--- src/sv/pavs_pkg.sv ---
// Shared constants for the additive voice synthesizer.
// Unit widths, command and register codes, pitch and harmonic tables.
// No dependencies.
package pavs_pkg;

	localparam int MUL_W     = 26;
	localparam int DIV_NUM_W = 40;
	localparam int DIV_DEN_W = 24;
	localparam int DIV_QUO_W = 18;
	localparam int DIV_CNT_W = 5;

	typedef enum logic [1:0] {
		CMD_NOTE = 2'd0,
		CMD_TICK = 2'd1,
		CMD_SEEK = 2'd2
	} cmd_t;

	localparam logic [1:0] REG_GAIN    = 2'd0;
	localparam logic [1:0] REG_ATTACK  = 2'd1;
	localparam logic [1:0] REG_RELEASE = 2'd2;

	localparam logic [31:0] SEMI_Q30 [12] = '{
		32'd1073741824, 32'd1137589836, 32'd1205234447, 32'd1276901421,
		32'd1352829926, 32'd1433273380, 32'd1518500250, 32'd1608794974,
		32'd1704458901, 32'd1805811301, 32'd1913190429, 32'd2026954652
	};

	localparam logic [14:0] HARM_W [4] = '{15'd18022, 15'd8110, 15'd3965, 15'd1802};

endpackage

--- src/sv/pavs_mul.sv ---
// Shared signed multiplier with a registered product.
// Depends on pavs_pkg for the operand width.
module pavs_mul (
	input  logic                                clk,
	input  logic signed [pavs_pkg::MUL_W-1:0]   a,
	input  logic signed [pavs_pkg::MUL_W-1:0]   b,
	output logic signed [2*pavs_pkg::MUL_W-1:0] p
);

	logic signed [2*pavs_pkg::MUL_W-1:0] p_s1;

	always_ff @(posedge clk) begin
		p_s1 <= a * b;
	end

	assign p = p_s1;

endmodule

--- config.mk ---
export PLATFORM = sky130hd
export DESIGN_NAME = pavs_mul
export DESIGN_NICKNAME = d
export VERILOG_FILES = /design/src/sv/pavs_pkg.sv /design/src/sv/pavs_mul.sv
export SDC_FILE = /design/constraint.sdc
export NUM_CORES = 2
export LEC_CHECK = 0
export BUFFER_PORTS_ARGS = -buffer_cell sky130_fd_sc_hd__buf_2
export CORE_MARGIN = 2
export CORE_UTILIZATION = 41
export CTS_BUF_LIST = sky130_fd_sc_hd__clkbuf_4
export CTS_CLUSTER_SIZE = 10
export DETAILED_ROUTE_END_ITERATION = 10
export GPL_ROUTABILITY_DRIVEN = 0
export PLACE_DENSITY = 0.56
export SLEW_MARGIN = 30
export SYNTH_ARGS = -nofsm -noshare
export SYNTH_HDL_FRONTEND = slang
export SYNTH_SLANG_ARGS = --single-unit
--- constraint.sdc ---
create_clock -name clk -period 9.5 [get_ports clk]
set_clock_uncertainty 0.1 [all_clocks]
set_input_delay 0.95 -clock clk [delete_from_list [all_inputs] [get_ports clk]]
set_output_delay 0.95 -clock clk [all_outputs]
set_load 0.005 [all_outputs]
==> flow_metrics.tcl <==
set metrics [dict create \
    status "finished, final reports clean" \
    cts_resized 0 \
    critPathMaxFanout 26 \
    wl_met1_mm 26.4 \
    max_freq_mhz 124 \
    synth_edf_count 0 \
    initial_core_util 0.415 \
    syn_to_final_growth_pct 4.78 \
    track_usage 0.219 \
    fillers 6125 \
    synth_top_family_by_area "adder cells" \
    postCtsSetupBuffers 0 \
    synthSimpleGateAreaFrac 0.146 \
    synth_xor_area_frac 0.0195 \
    route.detailed.wl_per_inst_um 18.7 \
    synth_cell_types 54 \
    die_area_um2 64500 \
    grt_start_max_net_pins 27 \
    synthAdderAreaFrac 0.626 \
    core_region_area_um2 61700 \
    synth_largest_area_cell "fa_1" \
    fin_tns_setup_ps 0 \
    yosysMostFrequentCell "inv_1" \
    postRouteAntennaNets 0 \
    wl_met2_mm 36.5 \
    root_buffer "clkbuf_4" \
    period_needed_ps 8060 \
    synth_nets 3672 \
    finalSetupViolations 0 \
    nets 3667 \
    cts_max_path_buffers 2 \
    synth-compound-area-share 0.0417 \
    grt_first_pass_wirelength_mm 108 \
    rows 91 \
    drt_iter0_markers 971 \
    cts_tree "done" \
    rsz0062_at_grt "false" \
    drcViolationCount 0 \
    start_kind "primary input" \
    via_per_inst 5.01 \
    clkTransAtPathRegs_ps 180 \
    slew_headroom 0.441 \
    top_signal_layer_used "met4" \
    grt_overflow 0 \
    ios 105 \
    die_height_um 254 \
    postCtsHoldBufs 0 \
    grt_antenna_before_repair 2 \
    wirelength_mm 67.2 \
    io_buffers 104 \
    clock_sinks 52 \
    synth_ff_type "dfxtp_1" \
    fp.dieW_um 254 \
    synth_common_cells "737 x inv_1, 710 x fa_1, 398 x nand2_1, 281 x and2_1, 146 x ha_1" \
    slew_violations 0 \
    worstMarginPinSlew_ps 836 \
    finalHoldViolCount 0 \
    synth_area_per_cell_um2 9.27 \
    async_flop_share 0 \
    synthCells 2763 \
    drive_above_1_share 0.0493 \
    synth_area_leaders "fa_1 55%, inv_1 11%, ha_1 7.1%, and2_1 6.9%, nand2_1 5.8%" \
    worst_setup_path_end_kind "flop" \
    worstHoldPathType "in2reg" \
    cts_max_level 2 \
    cap_violations 0 \
    first_global_vias 20214 \
    drtPass1Iterations 5 \
    crit_required_ps 9730 \
    met3WireLength_mm 2.18 \
    dpl.hpwl_mm 56.3 \
    largest_register_ffs 52 \
    synthMuxAreaShare 0 \
    syn_area_um2 25600 \
    synth_top_area_share 0.555 \
    cts_buffers 5 \
    period_share 0.849 \
    ys_seq_area_frac 0.0406 \
    arrival_ps 8290 \
    ys_warn_count 0 \
    ys_ff_latch 52 \
    path_class "in2reg" \
    vias 18022 \
]
-- cells by family (layout without fill, tap and decap cells) --
kind of cell	Yosys count	in the layout
other cells	0	2
xor+xnor	57	57
fa+ha+maj	856	856
compound gates	160	160
buf+inv	860	856
flops	52	52
simple gates	778	778
-- worst paths after layout --
path | startpoint | to | slack (ps) | cells past startpoint
worst min-delay path | b[0] | p[0] | 1010 | 2
worst max-delay path | b[2] | p[51] | 1440 | 22
-- through the flow --
stage	hold slack, ps	instances	setup WS (ps)	area (um2)	util
2_1_floorplan	977	2763	2020	25600	-
3_3_place_gp	1230	3588	1180	26800	0.434
3_5_place_dp	1230	3588	1090	26800	0.434
4_1_cts	986	3596	1560	26800	0.435
5_1_grt	983	3597	1060	26800	0.435
6_report	1010	3598	1440	26800	0.435
-- final cells by class --
| class | instances | area [um2] | area share |
|---|---|---|---|
| Inverter | 737 | 2770 | 0.103 |
| Tap cell | 837 | 1050 | 0.0390 |
| Multi-Input combinational cell | 1851 | 21300 | 0.795 |
| Antenna cell | 2 | 5.00 | 0.000186 |
| Sequential cell | 52 | 1040 | 0.0388 |
| Clock buffer | 5 | 37.5 | 0.00140 |
| Timing Repair Buffer | 111 | 573 | 0.0213 |
| Clock inverter | 3 | 25.0 | 0.000932 |
-- cells in the final DEF (no fill, tap or decap), types with 3 or more instances in the layout --
| cell type | Yosys | routed |
|---|---|---|
| nand2b_1 | 7 | 7 |
| nand3_1 | 11 | 11 |
| ha_1 | 146 | 146 |
| a21oi_1 | 55 | 55 |
| o211ai_1 | 7 | 7 |
| nor2_1 | 50 | 50 |
| nand2_1 | 398 | 398 |
| a31oi_1 | 4 | 4 |
| buf_4 | 0 | 7 |
| a21o_1 | 18 | 18 |
| or3_1 | 3 | 3 |
| dfxtp_1 | 52 | 52 |
| inv_1 | 737 | 737 |
| nand4_1 | 11 | 11 |
| a211oi_1 | 8 | 8 |
| xnor2_1 | 46 | 46 |
| fa_1 | 710 | 710 |
| buf_2 | 1 | 104 |
| o2111ai_1 | 3 | 3 |
| or2_2 | 3 | 3 |
| or4_1 | 3 | 3 |
| and2_1 | 281 | 281 |
| o21a_1 | 4 | 4 |
| clkbuf_4 | 0 | 5 |
| o21ai_0 | 25 | 25 |
| nor3_1 | 4 | 4 |
| o21bai_1 | 8 | 8 |
| xor2_1 | 11 | 11 |
-- layer usage --
layer | track usage | vias up
met1 | 0.267 | 9640
met3 | 0.0185 | 104
met2 | 0.410 | 426
met5 | 0 | -
li1 | - | 7852
met4 | 0.0618 | 0
-- critical path: stages --
cell and delay (ps):
buf_2 490, nand2_1 190, inv_1 160, fa_1 550, fa_1 490, fa_1 950, inv_1 420, fa_1 590
inv_1 60, fa_1 520, inv_1 40, fa_1 470, inv_1 40, ha_1 380, nand2_1 120, o21ai_0 300
nor2_1 100, o21ai_0 350, a221oi_1 200, a211oi_1 600, nor3_1 100, nand4bb_1 200
Power is not shown: default switching activity piles up to over one toggle a cycle in this logic, so the estimate is an artifact.
