--- src/sv/pavs_ram.sv ---
// Generic single-port RAM with registered read data.
// Used for the voice slot rows. No dependencies.
module pavs_ram #(
	parameter int WIDTH = 8,
	parameter int DEPTH = 4
) (
	input  logic                                   clk,
	input  logic                                   we,
	input  logic [(DEPTH > 1 ? $clog2(DEPTH) : 1)-1:0] addr,
	input  logic [WIDTH-1:0]                       wdata,
	output logic [WIDTH-1:0]                       rdata
);

	logic [WIDTH-1:0] mem_q [DEPTH];
	logic [WIDTH-1:0] rdata_q;

	always_ff @(posedge clk) begin
		if (we) begin
			mem_q[addr] <= wdata;
		end
		rdata_q <= mem_q[addr];
	end

	assign rdata = rdata_q;

endmodule

--- config.mk ---
export PLATFORM = sky130hd
export DESIGN_NAME = pavs_ram
export DESIGN_NICKNAME = d
export VERILOG_FILES = /design/src/sv/pavs_ram.sv
export SDC_FILE = /design/constraint.sdc
export NUM_CORES = 1
export LEC_CHECK = 0
export BUFFER_PORTS_ARGS = -buffer_cell sky130_fd_sc_hd__buf_2
export CORE_AREA = 2 2 54 56
export CTS_CLUSTER_SIZE = 40
export DETAILED_ROUTE_END_ITERATION = 10
export DIE_AREA = 0 0 56 58
export GPL_TIMING_DRIVEN = 1
export PLACE_DENSITY = 0.8
export SYNTH_ARGS = -nofsm -noshare
export SYNTH_HDL_FRONTEND = slang
export SYNTH_SLANG_ARGS = --single-unit
--- constraint.sdc ---
create_clock -name clk -period 2.1 [get_ports clk]
set_input_delay 0.42 -clock clk [delete_from_list [all_inputs] [get_ports clk]]
set_output_delay 0.42 -clock clk [all_outputs]
set_load 0.02 [all_outputs]
==> flow_summary.rst, run 1 <==
.. list-table::
   :header-rows: 1

   * - Metric
     - Value
   * - Status
     - completed
   * - Ys Warns
     - 0
   * - Worst setup endpoint
     - rdata[6]
   * - Number of standard cells in the final layout excluding fillers
     - 112
   * - Pin count of the biggest net entering global routing
     - 13
   * - Cell area reported after detailed placement
     - 1490 µm²
   * - Fill cell total of the finished layout
     - 210
   * - Sequential share of power
     - 66.9%
   * - Slack of the critical path
     - 869 ps
   * - Critical path launch point
     - rdata[6]
   * - Placed Cells
     - 104
   * - Final period demand of the worst path
     - 1230 ps
   * - Largest clock skew in the final design
     - 6.97 ps
   * - Global-route wire length before repair
     - 2900 µm
   * - Worst Max-Slew Pin Slew
     - 309 ps
   * - Top-Level Pins
     - 20
   * - Final hold violation count
     - 0
   * - Required time of the worst setup path
     - 1680 ps
   * - TritonCTS Sinks
     - 40
   * - Layout Area Growth over Synthesis
     - 13.3%
   * - Synth cell types
     - 9
   * - Count of TritonRoute iterations in the first routing pass
     - 2
   * - Worst slew margin relative to its limit
     - 79.4%
   * - Remaining global-route overflow
     - 0
   * - CTS max path bufs
     - 2
   * - Ratio of final minimum period to clock period
     - 58.6%
   * - Post-synthesis cell count
     - 54
   * - Type of the most critical hold path
     - primary input to flip-flop
   * - Total power of the final layout
     - 1.36 mW
   * - Via count of the first global-routing pass
     - 619
   * - Combinational cell fraction of total power
     - 7.2%
   * - Max Slew Vio Count
     - 0
   * - Aggregate routed wire length
     - 1830 µm
   * - Leakage power of the design
     - 0.553 nW
   * - Worst-case hold slack
     - 294 ps
   * - Switch Pwr
     - 288 µW
   * - Clock buffers created by TritonCTS
     - 5
   * - Count of nets after finishing
     - 92
   * - Reg-to-Reg Start
     - mem_q[1][0]
   * - Total of cells resized after clock tree synthesis
     - 0
   * - HPWL after detailed placement
     - 1260 µm
   * - Critical-path maximum fanout
     - 1
   * - Critical path launch point type
     - flip-flop
   * - Share of post-route cells with drive strength above 1
     - 43.2%
   * - Quantity of hold-fixing buffers added after cts
     - 0
   * - Htree depth
     - 2
   * - Switching share of total power
     - 21.1%
   * - Num rows
     - 19
   * - Max-capacitance violation count
     - 0
   * - Clock Power Share
     - 25.9%
   * - GRT Resource Usage Total
     - 13.4%
   * - Latest clock arrival within the worst-skew pair
     - 340 ps
   * - Flip-flop and latch count after synthesis
     - 40
   * - Root buffer cell
     - clkbuf_4
   * - Worst flop-to-flop path endpoint
     - rdata[0]
   * - Initial cell density of the core
     - 51.1%
   * - Synthesized area divided by synthesized cell count
     - 25.2 µm²
   * - Final setup violating endpoints
     - 0
   * - Cells on worst reg2reg path
     - 1
   * - Highest ir drop seen on vdd
     - 0.000625 V
   * - Routed via count divided by cell count
     - 5.14
   * - Number of DRC markers after the initial detailed-route iteration
     - 4
   * - CTS tree
     - built
   * - Clk slew on worst S/H paths
     - 110 ps
   * - Timing-limited maximum frequency
     - 0.812 GHz
   * - Crit path largest cell delay
     - 320 ps
   * - Critical Path Stages
     - 1
   * - Type of element capturing the critical path
     - output pin
   * - Reg-to-reg setup timing slack
     - 1120 ps
   * - Critical path data arrival time
     - 810 ps
   * - RSZ-0062 raised after global routing
     - false
   * - Crit path cell chain
     - buf_2
   * - Finished Cell Area
     - 1540 µm²
   * - Commonest cells after routing, fill and taps aside
     - 32 x edfxtp_1, 19 x buf_2, 8 x dfxtp_1, 6 x mux4_2, 5 x clkbuf_4
   * - Port Buffer Count
     - 19
   * - Drt wl/cell
     - 16.3 µm
   * - Cell type of the slowest stage on the worst timing path
     - dfxtp_1
   * - Worst setup path class
     - flip-flop to output pin
   * - Core Box Area
     - 2660 µm²
   * - Antenna diodes
     - 0
   * - Width of the die
     - 56 µm
   * - Remaining design rule violation count
     - 0
   * - Total negative slack
     - 0 ps
   * - Worst Setup Slack post-DPL
     - 652 ps
   * - Power per cell area
     - 884 nW/µm²
   * - Post-CTS setup-driven buffer insertion count
     - 0
   * - Die area
     - 3250 µm²
   * - Routed Antenna Nets
     - 0
   * - Nets in the synthesized netlist
     - 66
   * - Number of antenna violations at the first check in global routing
     - 0
   * - Post-synthesis instance area
     - 1360 µm²
   * - Cell class contributing the biggest share of worst-path delay
     - flip-flops
   * - Most common cell after layout, fill and taps aside
     - edfxtp_1
   * - Utilization after layout
     - 57.9%
   * - GPL Wtd Cong
     - 0.732
   * - Die boundary height
     - 58 µm
   * - Total internal power
     - 1.07 mW
   * - Register area share after synthesis
     - 82.4%
   * - Buffer and inverter count on the worst path
     - 1
   * - Via count
     - 576
cell usage after synthesis:
library cell  instances  area, µm²
buf_2                 1       5.00
dfxtp_1               8        160
edfxtp_1             32        961
mux4_1                2       52.6
and3_2                1       7.51
mux4_2                6        135
and3b_2               2       20.0
nor3b_1               1       7.51
buf_6                 1       11.3
state kept, by name (all words and copies together) (netlist names):
signal and flops:
rdata 8, mem_q 32
power by group through the flow:
stage	Sequential, mW	Combinational (mW)	Clock (mW)
after CTS	0.912	0.0998	0.364
after global placement	0.928	0.0976	0
final	0.911	0.0979	0.353
after floorplan	0.948	0.0406	0
after global routing	0.916	0.105	0.398
after detailed placement	0.931	0.0998	0
cell families after synthesis:
logic type	Yosys count	share of synthesized area (%)
flip-flops	40	82.4
buffers and inverters	2	1.20
AND/OR/NAND/NOR	4	2.58
multiplexers	8	13.8
final cells by class:
class                   count  area, µm²  share of cell area, %
flip-flops and latches     40       1120                   72.7
multi-input cells          12        223                   14.4
repair buffers             21        110                   7.14
clock buffers               7       45.0                   2.92
well taps                  31       38.8                   2.52
clock inverters             1       3.75                  0.244
how the worst min path moves through the flow:
| stage | startpoint | end | slack (ps) | cells after the start |
|---|---|---|---|---|
| 2_1_floorplan | mem_q[3][0] | rdata[0] | 520 | 1 |
| 3_3_place_gp | mem_q[3][0] | rdata[0] | 520 | 1 |
| 3_5_place_dp | mem_q[2][7] | rdata[7] | 530 | 1 |
| 4_1_cts | wdata[1] | mem_q[1][1] | 280 | 1 |
| 5_1_grt | wdata[1] | mem_q[2][1] | 270 | 1 |
| 6_report | wdata[1] | mem_q[1][1] | 290 | 1 |
layer usage:
layer	vias to the layer above	part of all wire (%)	GRT usage, %
met4	0	1.6	8.16
met1	284	38	13.0
met2	15	55	23.5
met3	4	5.1	6.03
met5	-	0	0
li1	273	-	-
Power figures use the tool's default switching activity.
==> run 2: changes to the inputs <==
clock period = 1.3 ns   (was 2.1 ns; I/O delays follow)
==> run 2 against run 1 <==
Clock skew up 6.8 ps. Power up 63%. Critical path depth unchanged.
==> flow_summary.rst, run 2 (synthesis results as in run 1) <==
.. list-table::
   :header-rows: 1

   * - Metric
     - Value
   * - Status
     - completed
   * - Initial cell density of the core
     - 51.1%
   * - Drt wl/cell
     - 17.8 µm
   * - Total of cells resized after clock tree synthesis
     - 0
   * - Via count of the first global-routing pass
     - 621
   * - Type of element capturing the critical path
     - output pin
   * - Via count
     - 608
   * - Buffer and inverter count on the worst path
     - 1
   * - Largest clock skew in the final design
     - 13.7 ps
   * - Root buffer cell
     - clkbuf_4
   * - Count of TritonRoute iterations in the first routing pass
     - 4
   * - Commonest cells after routing, fill and taps aside
     - 32 x edfxtp_1, 19 x buf_2, 8 x dfxtp_1, 6 x mux4_2, 5 x clkbuf_4
   * - Switching share of total power
     - 21.3%
   * - Final hold violation count
     - 0
   * - Clk slew on worst S/H paths
     - 110 ps
   * - Sequential share of power
     - 66.4%
   * - Number of antenna violations at the first check in global routing
     - 0
   * - Most common cell after layout, fill and taps aside
     - edfxtp_1
   * - Type of the most critical hold path
     - primary input to flip-flop
   * - Worst setup path class
     - flip-flop to output pin
   * - Cell type of the slowest stage on the worst timing path
     - dfxtp_1
   * - Crit path largest cell delay
     - 330 ps
   * - Power per cell area
     - 1430 nW/µm²
   * - Max Slew Vio Count
     - 0
   * - Number of DRC markers after the initial detailed-route iteration
     - 9
   * - Worst Setup Slack post-DPL
     - -8.00 ps
   * - Cells on worst reg2reg path
     - 1
   * - Width of the die
     - 56 µm
   * - Count of nets after finishing
     - 93
   * - Quantity of hold-fixing buffers added after cts
     - 0
   * - Critical Path Stages
     - 1
   * - TritonCTS Sinks
     - 40
   * - Critical path launch point type
     - flip-flop
   * - GPL Wtd Cong
     - 0.678
   * - Critical-path maximum fanout
     - 1
   * - Post-CTS setup-driven buffer insertion count
     - 0
   * - Antenna diodes
     - 0
   * - Clock buffers created by TritonCTS
     - 5
   * - Share of post-route cells with drive strength above 1
     - 45.1%
   * - Worst Max-Slew Pin Slew
     - 326 ps
   * - Total internal power
     - 1.75 mW
   * - Remaining global-route overflow
     - 0
   * - Cells on Worst Hold Path
     - 1
   * - Switch Pwr
     - 472 µW
   * - Die boundary height
     - 58 µm
   * - Pin count of the biggest net entering global routing
     - 13
   * - Remaining design rule violation count
     - 0
   * - Ratio of final minimum period to clock period
     - 83.3%
   * - Worst slew margin relative to its limit
     - 78.2%
   * - CTS max path bufs
     - 2
   * - Die area
     - 3250 µm²
   * - Leakage power of the design
     - 0.559 nW
   * - Total negative slack
     - 0 ps
   * - Routed via count divided by cell count
     - 5.38
   * - Max-capacitance violation count
     - 0
   * - Critical path data arrival time
     - 820 ps
   * - Layout Area Growth over Synthesis
     - 14.3%
   * - Final period demand of the worst path
     - 1080 ps
   * - Htree depth
     - 2
   * - HPWL after detailed placement
     - 1400 µm
   * - Worst-case hold slack
     - 127 ps
   * - Global-route wire length before repair
     - 3110 µm
   * - Port Buffer Count
     - 19
   * - Crit path cell chain
     - buf_2
   * - CTS tree
     - built
   * - Slack of the critical path
     - 217 ps
   * - Required time of the worst setup path
     - 1040 ps
   * - Largest register FFs
     - 32
   * - Cell class contributing the biggest share of worst-path delay
     - flip-flops
   * - Highest ir drop seen on vdd
     - 0.000979 V
   * - Routed Antenna Nets
     - 0
   * - Combinational cell fraction of total power
     - 7.4%
   * - RSZ-0062 raised after global routing
     - false
   * - Clock Power Share
     - 26.2%
   * - Core Box Area
     - 2660 µm²
   * - Aggregate routed wire length
     - 2010 µm
   * - Num rows
     - 19
   * - GRT Resource Usage Total
     - 14.1%
   * - Top-Level Pins
     - 20
   * - Timing-limited maximum frequency
     - 0.923 GHz
   * - Final setup violating endpoints
     - 0
   * - Largest register by flop count
     - mem_q
   * - Latest clock arrival within the worst-skew pair
     - 340 ps
   * - Utilization after layout
     - 58.4%
## run 2: cell count changes in the layout (fill, tap and decap cells not counted)
cell / before / now
nor3b_2: 0 / 1
clkinv_1: 1 / 0
clkbuf_1: 2 / 3
buf_4: 2 / 3
nor3b_1: 1 / 0
## run 2: final timing paths
path / startpoint / slack [ps] / end
setup reg to reg: mem_q[2][7] / 310 / rdata[7]
setup / recovery: rdata[5] / 220 / rdata[5]
hold / removal: wdata[5] / 130 / mem_q[1][5]
hold reg to reg: mem_q[3][0] / 560 / rdata[0]
## run 2: power groups by stage
| stage | logic, mW | registers, mW | clock network, mW |
|---|---|---|---|
| finish | 0.163 | 1.47 | 0.581 |
| detailed placement | 0.166 | 1.51 | 0 |
| global placement | 0.159 | 1.50 | 0 |
| global route | 0.175 | 1.48 | 0.639 |
| CTS | 0.167 | 1.48 | 0.603 |
| floorplan | 0.0667 | 1.53 | 0 |
## run 2: stage by stage
step	total power [mW]	instance area [µm²]	cells
floorplan	1.60	1370	54
detailed placement	1.67	1510	105
global route	2.29	1550	113
global placement	1.66	1510	105
finish	2.22	1550	113
CTS	2.24	1550	113
## run 2: layout make-up
class	count	area (µm²)
flip-flops and latches	40	1120
well taps	31	38.8
fillers	214	1110
clock buffers	8	48.8
multi-input cells	12	228
repair buffers	22	118
## run 2: per-layer routing
layer	vias to the layer above	wire [µm]	track usage, %
li1	280	-	-
met1	306	781	15.3
met2	16	1090	24.0
met3	6	94	4.46
met4	0	46	9.18
met5	-	0	0
