**src/sv/pavs_pkg.sv**
```systemverilog
// Shared constants for the additive voice synthesizer.
// Unit widths, command and register codes, pitch and harmonic tables.
// No dependencies.
package pavs_pkg;

	localparam int MUL_W     = 26;
	localparam int DIV_NUM_W = 40;
	localparam int DIV_DEN_W = 24;
	localparam int DIV_QUO_W = 18;
	localparam int DIV_CNT_W = 5;

	typedef enum logic [1:0] {
		CMD_NOTE = 2'd0,
		CMD_TICK = 2'd1,
		CMD_SEEK = 2'd2
	} cmd_t;

	localparam logic [1:0] REG_GAIN    = 2'd0;
	localparam logic [1:0] REG_ATTACK  = 2'd1;
	localparam logic [1:0] REG_RELEASE = 2'd2;

	localparam logic [31:0] SEMI_Q30 [12] = '{
		32'd1073741824, 32'd1137589836, 32'd1205234447, 32'd1276901421,
		32'd1352829926, 32'd1433273380, 32'd1518500250, 32'd1608794974,
		32'd1704458901, 32'd1805811301, 32'd1913190429, 32'd2026954652
	};

	localparam logic [14:0] HARM_W [4] = '{15'd18022, 15'd8110, 15'd3965, 15'd1802};

endpackage

```
**src/sv/pavs_div.sv**
```systemverilog
// Shared restoring divider, one quotient bit per cycle.
// The quotient must fit DIV_QUO_W bits. Depends on pavs_pkg.
module pavs_div (
	input  logic                              clk,
	input  logic                              arst_n,
	input  logic                              start,
	input  logic [pavs_pkg::DIV_NUM_W-1:0]    num,
	input  logic [pavs_pkg::DIV_DEN_W-1:0]    den,
	output logic                              done,
	output logic [pavs_pkg::DIV_QUO_W-1:0]    quo
);

	localparam int NW = pavs_pkg::DIV_NUM_W;
	localparam int DW = pavs_pkg::DIV_DEN_W;
	localparam int QW = pavs_pkg::DIV_QUO_W;
	localparam int CW = pavs_pkg::DIV_CNT_W;

	logic [DW-1:0] rem_q;
	logic [DW-1:0] den_q;
	logic [QW-1:0] sh_q;
	logic [CW-1:0] cnt_q;
	logic          busy_q;
	logic          done_q;
	logic [DW:0]   trial;
	logic          fit;

	assign trial = {rem_q, sh_q[QW-1]};
	assign fit   = trial >= {1'b0, den_q};

	always_ff @(posedge clk or negedge arst_n) begin
		if (!arst_n) begin
			busy_q <= 1'b0;
			done_q <= 1'b0;
			cnt_q  <= '0;
		end else begin
			done_q <= 1'b0;
			if (start) begin
				busy_q <= 1'b1;
				cnt_q  <= '0;
			end else if (busy_q) begin
				cnt_q <= cnt_q + 1'b1;
				if (cnt_q == CW'(QW - 1)) begin
					busy_q <= 1'b0;
					done_q <= 1'b1;
				end
			end
		end
	end

	always_ff @(posedge clk) begin
		if (start) begin
			rem_q <= DW'(num[NW-1:QW]);
			sh_q  <= num[QW-1:0];
			den_q <= den;
		end else if (busy_q) begin
			rem_q <= fit ? DW'(trial - {1'b0, den_q}) : trial[DW-1:0];
			sh_q  <= {sh_q[QW-2:0], fit};
		end
	end

	assign done = done_q;
	assign quo  = sh_q;

endmodule

```
**config.mk**
```make
export PLATFORM = sky130hd
export DESIGN_NAME = pavs_div
export DESIGN_NICKNAME = d
export VERILOG_FILES = /design/src/sv/pavs_pkg.sv /design/src/sv/pavs_div.sv
export SDC_FILE = /design/constraint.sdc
export NUM_CORES = 1
export LEC_CHECK = 0
export ABC_AREA = 1
export ABC_CLOCK_PERIOD_IN_PS = 4050
export BUFFER_PORTS_ARGS = -buffer_cell sky130_fd_sc_hd__buf_4
export CORE_ASPECT_RATIO = 1.1
export CORE_MARGIN = 5
export CORE_UTILIZATION = 60
export DETAILED_ROUTE_END_ITERATION = 16
export PLACE_DENSITY = 0.84
export SKIP_LAST_GASP = 1
export SLEW_MARGIN = 5
export SYNTH_ARGS = -nofsm -noshare
export SYNTH_HDL_FRONTEND = slang
export SYNTH_SLANG_ARGS = --single-unit
```
**constraint.sdc**
```tcl
create_clock -name clk -period 4.05 [get_ports clk]
set_input_delay 0.6075 -clock clk [delete_from_list [all_inputs] [get_ports clk]]
set_output_delay 0.6075 -clock clk [all_outputs]
set_load 0.03 [all_outputs]
```
==> results of run 1 <==
[registers in the layout (all words and copies together), names as in the netlist]
register and count:
done 1, den_q 24, busy_q 1, quo 18, rem_q 24, cnt_q 5
[stage by stage]
stage	hold WS [ns]	cells	setup WS [ns]	cell area [um2]	util
after floorplan	0.312	720	1.80	5190	-
after global placement	0.421	903	1.44	5910	0.703
after detailed placement	0.423	903	1.33	5910	0.703
after CTS	0.0309	919	1.30	6140	0.731
after global routing	0.0269	919	1.08	6140	0.731
final	0.0429	919	1.29	6140	0.731
[cell usage after synthesis, drive strengths merged]
library cell	n
nand3	44
o22ai	1
buf	8
or2	1
dfxtp	2
ha	26
nand4	32
edfxtp	64
fa	1
nor2	35
clkinv	1
and2	3
nand2	308
inv	135
o21ai	2
a31oi	1
xnor2	10
nand3b	6
clkbuf	9
o21a	1
nor3	7
a21oi	15
xor2	1
dfrtp	7
[worst max-delay path, cell delays in order (launching register included)]
cell and delay [ns]:
edfxtp_1 0.40, ha_1 0.40, nand2_1 0.13, nor2_1 0.33, nand4_4 0.50, nand3_4 0.47
nand2_1 0.11, nand3_1 0.11, nand2_1 0.06
[area by class of cell]
class / count / area share
multi-input combinational: 494 / 0.400
sequential: 73 / 0.348
timing repair buffer: 89 / 0.109
inverter: 136 / 0.0831
clock buffer: 12 / 0.0287
tap: 111 / 0.0226
clock inverter: 4 / 0.00876
[power breakdown]
group          leakage, uW  total [uW]  switching [uW]  internal [uW]
combinational      0.00246        2180            1410            774
sequential        0.000776        1110            96.5           1020
clock             0.000119         656             296            360
[how the worst min path moves through the flow]
stage | start | end | slack, ns | cells past startpoint
after floorplan | arst_n | busy_q$_DFF_PN0_ | 0.31 | 0
after global placement | arst_n | cnt_q[3]$_DFFE_PN0P_ | 0.42 | 1
after detailed placement | arst_n | cnt_q[3]$_DFFE_PN0P_ | 0.42 | 1
after CTS | arst_n | cnt_q[0]$_DFFE_PN0P_ | 0.03 | 1
after global routing | arst_n | cnt_q[0]$_DFFE_PN0P_ | 0.03 | 1
final | arst_n | cnt_q[4]$_DFFE_PN0P_ | 0.04 | 1
[kinds of logic (layout without fill, tap and decap cells)]
logic type	after synthesis	in the layout
buffers and inverters	153	241
adder cells (fa/ha/maj)	27	27
XOR/XNOR	11	11
AO/OA/AOI/OAI	20	20
flip-flops	73	73
AND/OR/NAND/NOR	436	436
[per-layer routing]
| layer | up-vias | track usage | wire, um |
|---|---|---|---|
| li1 | 2426 | - | - |
| met1 | 2248 | 0.340 | 5750 |
| met2 | 224 | 0.458 | 6660 |
| met3 | 26 | 0.0680 | 1220 |
| met4 | 0 | 0.0907 | 293 |
| met5 | - | 0 | 0 |
==> reports/summary.md, run 1 <==
The flow ran to the end, and the final reports show no timing, DRC or antenna violations. XOR/XNOR share of the synthesized area: 0.0186. The library cells used most frequently in the layout, excluding fill and tap cells, are nand2_1 (299), inv_1 (122), buf_4 (89). After synthesis the netlist holds a flip-flop and latch count of 73. The core region is 8410 um2. The boundary pin count was 86. For the relative max-transition margin, the log shows 0.629.

The total power consumption of the routed design was 3950 uW. Setup violations remaining at the end of the flow were counted as 0. For the sink count of the clock tree, the log shows 73. The path type of the worst setup path is register to register.

For the number of max-slew violations in the final report, the log shows 0. The run gives 4,936 as the number of global-route vias before repair. The row count was 35.

Commonest non-fill, non-tap cell in the layout: nand2_1. Clock tree synthesis inserted a total of 9 buffers. Relative to the synthesized area, the layout overhead comes to 18.3%.

The Yosys warning count is 0, and the maximum operating frequency is 0.362 GHz. The average wire length per cell after detail routing was 15.2 um; the number of I/O port buffers was 85. The multi-input combinational cells in the finished layout cover a total of 2460 um2. First element of the critical path: rem_q[3]$_DFFE_PP_. After clock tree synthesis, the clock-pin slew on the worst setup and hold paths is 0.09 ns.

The floorplan step set the die width to 98.7 um. The critical path ends at rem_q[8]$_DFFE_PP_. In the post-synthesis netlist, the biggest area contributors are edfxtp_1 (37%), nand2_1 (22%), inv_1 (8.8%). The global-route congestion overflow total is 0, and the detailed-placement wirelength estimate is 10,500 um. The post-synthesis instance area came out at 5190 um2.

The final worst-path cycle share was 0.682. For the fraction of the yosys area taken by sequential cells, the log shows 0.412. The total number of vias is 4,924, and the shortest clock period the worst path allows after layout is 2.76 ns. The analysis attributes to cell leakage a power of 0.00335 uW. In this run the critical register-to-register path is captured at rem_q[8]$_DFFE_PP_. VDD sags by at most 0.329 mV.

The worst setup path is captured at a register. The mux share of post-synthesis cell area is 0. The logs give 3 for the H-tree depth and 0.618 for the initial standard-cell utilization of the core. In this run the post-CTS setup repair buffer count came out at 0.

The proportion of layout cells with a drive suffix above 1 is 0.172. TritonCTS built the clock tree. The tools report the synthesized instance count as 720. For the data required time of the worst path, the log shows 4.17 ns.

The post-route setup TNS is 0 ns, and the register-to-register setup slack is 1.29 ns. The mean instance size in the synthesized netlist was 7.21 um2; the clock network latency to the later pin of the worst-skew pair was 0.36 ns. Cell count of the worst reg-to-reg path: 8. The share of synthesized cell area in and, or, nand and nor gates came out at 0.366. The full die area is 10,600 um2.

The tools report the total global routing track utilization as 0.271. For the largest net degree at the start of global routing, the log shows 45. Counting every net in the synthesized netlist gives 814. The tools report the startpoint type of the worst setup path as a register. The share of the synthesized area in compound gates (AO/OA/AOI/OAI) is 0.0224.

The tightest min-delay check is of the input pin to async pin type. The tool flagged a number of max-cap violations equal to 0. Adder and majority gate portion of the synthesized area: 0.0665.

In this run the critical register-to-register path is launched from rem_q[3]$_DFFE_PP_. Setup repair after global routing left no endpoint under its margin. The number of nets in the layout was 897.

The combinational family with the most area after synthesis was simple AND/OR/NAND/NOR gates. The tools report the initial antenna violation count as 0. The final layout contains routed wiring with a total length of 13,900 um. Synthesis instantiated 37 different standard cells from the library. Largest fanout on the critical path: 25.

The measured slew at the worst slew-check pin works out to 0.556 ns. Summing all flip-flop and latch instances after layout gives 2140 um2. The proportion of netlist area held by the largest area contributor is 0.370.

Summed over all instances, the cell type with the most area after synthesis is edfxtp_1. The repair_antennas step left the layout with diodes totalling 0. The number of detailed-route iterations in the first pass came out at 7. The post-route DRC violation count was 0. The clock arrives with 0.0155 ns of skew. The logs give 687 for the filler cell count in the final layout and 0.953 for the weighted congestion reported at the end of routability-driven placement.

The number of endpoints with negative hold slack in the final report came out at 0. The number of gates resized after CTS was 0. The vertical extent of the die is 108 um, and the wire length of the first global-routing pass is 22,800 um.

The root buffer cell chosen for the clock tree is clkbuf_8. The detail route stage leaves a number of antenna-violating nets equal to 0. Data on the critical path arrives at its endpoint at 2.89 ns.

After the first detailed-routing iteration, the DRC count stood at 404. Hold repair after CTS inserted 0 buffers. Counting along the longest clock path gives a buffer depth of 2.

The cell area power density was 643 nW/um2; the mean number of vias per cell was 5.36.
(Power assumes the default switching activity.)
==> inputs of run 2 (changes only) <==
Settings changed: ABC_CLOCK_PERIOD_IN_PS 4050 to 2700, CORE_UTILIZATION 60 to 57, PLACE_DENSITY 0.84 to 0.81.
Clock period 4.05 ns to 2.7 ns, I/O delays scaled along.
==> reports/summary.md, run 2 (synthesis gave the netlist of run 1 again) <==
Commonest non-fill, non-tap cell in the layout: nand2_1. The switching power total was 2660 uW (+48%). The register-to-register setup slack was 0.32 ns (-0.97 ns); the data required time of the worst path was 2.82 ns (-1.35 ns). Switching part of the total power: 0.457 (+0.00111). The clock-pin slew on the worst setup and hold paths is 0.08 ns (about the same), and the clock tree buffer depth is 2 (unchanged). The cell count of the worst reg-to-reg path is 11 (+3). The run gives 0 (unchanged) as the number of antenna cells inserted. By startpoint and endpoint, the worst setup path is classified as register to register. The tools report the root buffer cell as clkbuf_8. The tools report the startpoint type of the worst setup path as a register. Largest net degree at the start of global routing: 48 (+6.7%). The run finished with clean final reports.

The count of cells resized by post-cts repair is 0 (unchanged), and the count of cells along the worst hold path is 1. The proportion of layout cells with a drive suffix above 1 works out to 0.174 (+0.00162). For the wire length of the first global-routing pass, the log shows 22,200 um (-2.6%). For the power share of the combinational group, the log shows 0.564 (+0.012). The shortest clock period the worst path allows after layout was 2.38 ns (-0.382 ns). The detailed-placement wirelength estimate was 10,300 um (-2.3%); the post-route setup TNS was 0 ns (unchanged). The run gives 0.609 (-0.0200) as the relative max-transition margin.

The terminating pin of the worst hold path is den_q[14]$_DFFE_PP_. The pre-CTS setup slack was 0.381 ns (-0.952 ns); the mean number of vias per cell was 5.23 (-2.4%). The run gives 0 (unchanged) as the number of failing setup endpoints in the final timing report. The vertical extent of the die works out to 110 um (+2.4%). For the worst vdd rail ir drop, the log shows 0.443 mV (+35%).

The filler cell count in the final layout was 757 (+10%); the number of global-route vias before repair was 4,701 (-4.8%). The run gives 901 (+0.45%) as the number of nets in the layout. The logs give 5820 uW (+47%) for the total power consumption of the routed design and 0.00336 uW (+0.22%) for the leakage power figure.

Cell area power density: 941 nW/um2 (+46%). The logs give 3160 uW (+47%) for the internal power component and 0.00959 ns (-0.00590 ns) for the clock skew. Arrival time reported for the critical path endpoint: 2.50 ns (-0.39 ns). The floorplan die width was 101 um (+2.3%). TritonCTS built the clock tree. The maximum operating frequency was 0.420 GHz (+16%); the sink count of the clock tree was 73 (unchanged). The run gives 0.288 (+0.006) as the sequential share of power.

Setup repair after global routing left no endpoint under its margin. Post-detailed-route count of antenna-violating nets: 0 (unchanged). The core area was 8870 um2 (+5.5%); the global-route congestion overflow total was 0 (unchanged). The path class of the tightest hold or removal check is input pin to register.

The clock network latency to the later pin of the worst-skew pair is 0.35 ns (about the same), and the number of buffers added by the clock tree synthesis step is 9 (unchanged). The largest fanout on the critical path works out to 25 (unchanged). The weighted congestion reported at the end of routability-driven placement came out at 0.938 (-1.6%). For the initial antenna violation count, the log shows 0 (unchanged).

For the number of max-slew violations in the final report, the log shows 0 (unchanged). Relative to the synthesized area, the layout overhead comes to 19.1%. The library cells used most frequently in the layout, excluding fill and tap cells, are nand2_1 (299), inv_1 (122), buf_4 (89). For the clock group share of total power, the log shows 0.149 (-0.017). The number of I/O port buffers was 85 (unchanged); the starting DRC count in detailed routing was 351 (-13%). The logs give 7 (unchanged) for the number of detailed-route iterations in the first pass and 3 (unchanged) for the H-tree depth. In this run the critical register-to-register path is launched from rem_q[15]$_DFFE_PP_.

The final worst-path cycle share was 0.882 (+0.200); the utilization after layout was 0.697 (-0.0340). Total wire length after detailed routing: 13,500 um (-3.2%). The tools report the beginning of the worst hold path as den[14]. The total number of vias came out at 4,844 (-1.6%). The number of endpoints with negative hold slack in the final report was 0 (unchanged). The total area of multi-input combinational cells came out at 2460 um2 (unchanged).

In this run the critical register-to-register path is captured at rem_q[10]$_DFFE_PP_. The logs give 2140 um2 (unchanged) for the area taken by flip-flops and latches and 11,100 um2 (+4.7%) for the full die area. The worst setup path is captured at a register. The number of maximum-capacitance constraint violations was 0 (unchanged).

For the total global routing track utilization, the log shows 0.253 (-0.0178). For the worst hold slack, the log shows 0.223 ns (+0.180 ns). The worst-case setup margin in the final layout was 0.319 ns (-0.968 ns); the row count was 36 (+2.9%). Initial standard-cell utilization of the core: 0.585 (-0.0324).

The post-route DRC violation count is 0 (unchanged). Average wire length per cell after detail routing: 14.6 um (-4.0%). For the boundary pin count, the log shows 86 (unchanged).

Measured slew at the worst slew-check pin: 0.586 ns (+0.0301 ns).
run 2: changes by cell type in the layout (fill, tap and decap cells not counted), sizes merged:
| cell | delta |
|---|---|
| clkinv | +1 |
| inv | -1 |
| clkinvlp | +2 |
| buf | +3 |
| clkbuf | -2 |
| dlygate4sd3 | +1 |
run 2: critical path, stage by stage, from the launching register on:
cell,delay [ns]
edfxtp_1,0.40
ha_1,0.40
nand2_1,0.14
inv_2,0.09
nand2_1,0.06
nor2_1,0.19
and2_2,0.20
nand2_4,0.07
nand3_4,0.29
nand2_1,0.12
nand3_1,0.12
nand2_1,0.06
run 2: what timing repair did:
| item | CTS | global route |
|---|---|---|
| hold buffers | 1 | 0 |
| setup buffers | 0 | 0 |
| endpoints found under the hold margin | 7 | 0 |
run 2: how the worst max path moves through the flow:
| stage | startpoint | cells past startpoint | endpoint |
|---|---|---|---|
| after floorplan | quo[17]$_DFFE_PP_ | 15 | rem_q[12]$_DFFE_PP_ |
| after global placement | rem_q[16]$_DFFE_PP_ | 10 | rem_q[10]$_DFFE_PP_ |
| after detailed placement | rem_q[16]$_DFFE_PP_ | 10 | rem_q[11]$_DFFE_PP_ |
| after CTS | rem_q[16]$_DFFE_PP_ | 10 | rem_q[10]$_DFFE_PP_ |
| after global routing | rem_q[2]$_DFFE_PP_ | 12 | rem_q[10]$_DFFE_PP_ |
| final | rem_q[15]$_DFFE_PP_ | 11 | rem_q[10]$_DFFE_PP_ |
run 2: per-stage QoR:
stage          instance area [um2]  std cells
6_report                      6180        926
5_1_grt                       6180        926
4_1_cts                       6180        926
3_5_place_dp                  5980        909
3_3_place_gp                  5980        909
2_1_floorplan                 5190        720
run 2: area by class of cell:
cell class / instances / share of cell area
clock buffer: 10 / 0.0206
clock inverter: 6 / 0.0109
inverter: 136 / 0.0826
multi-input combinational: 494 / 0.398
sequential: 73 / 0.346
tap: 114 / 0.0231
timing repair buffer: 93 / 0.119
run 2: power by group through the flow:
stage                     registers [uW]  clock network (uW)  logic [uW]
after CTS                           1670                 886        3250
final                               1670                 865        3280
after global routing                1700                 933        3720
after detailed placement            1690                   0        3230
after floorplan                     1710                   0        2410
after global placement              1680                   0        3170
run 2: per-layer routing:
layer	wire (um)	global-route usage	up-vias
li1	-	-	2429
met3	959	0.0617	28
met2	6340	0.418	169
met1	5870	0.330	2218
met5	0	0	-
met4	304	0.0807	0
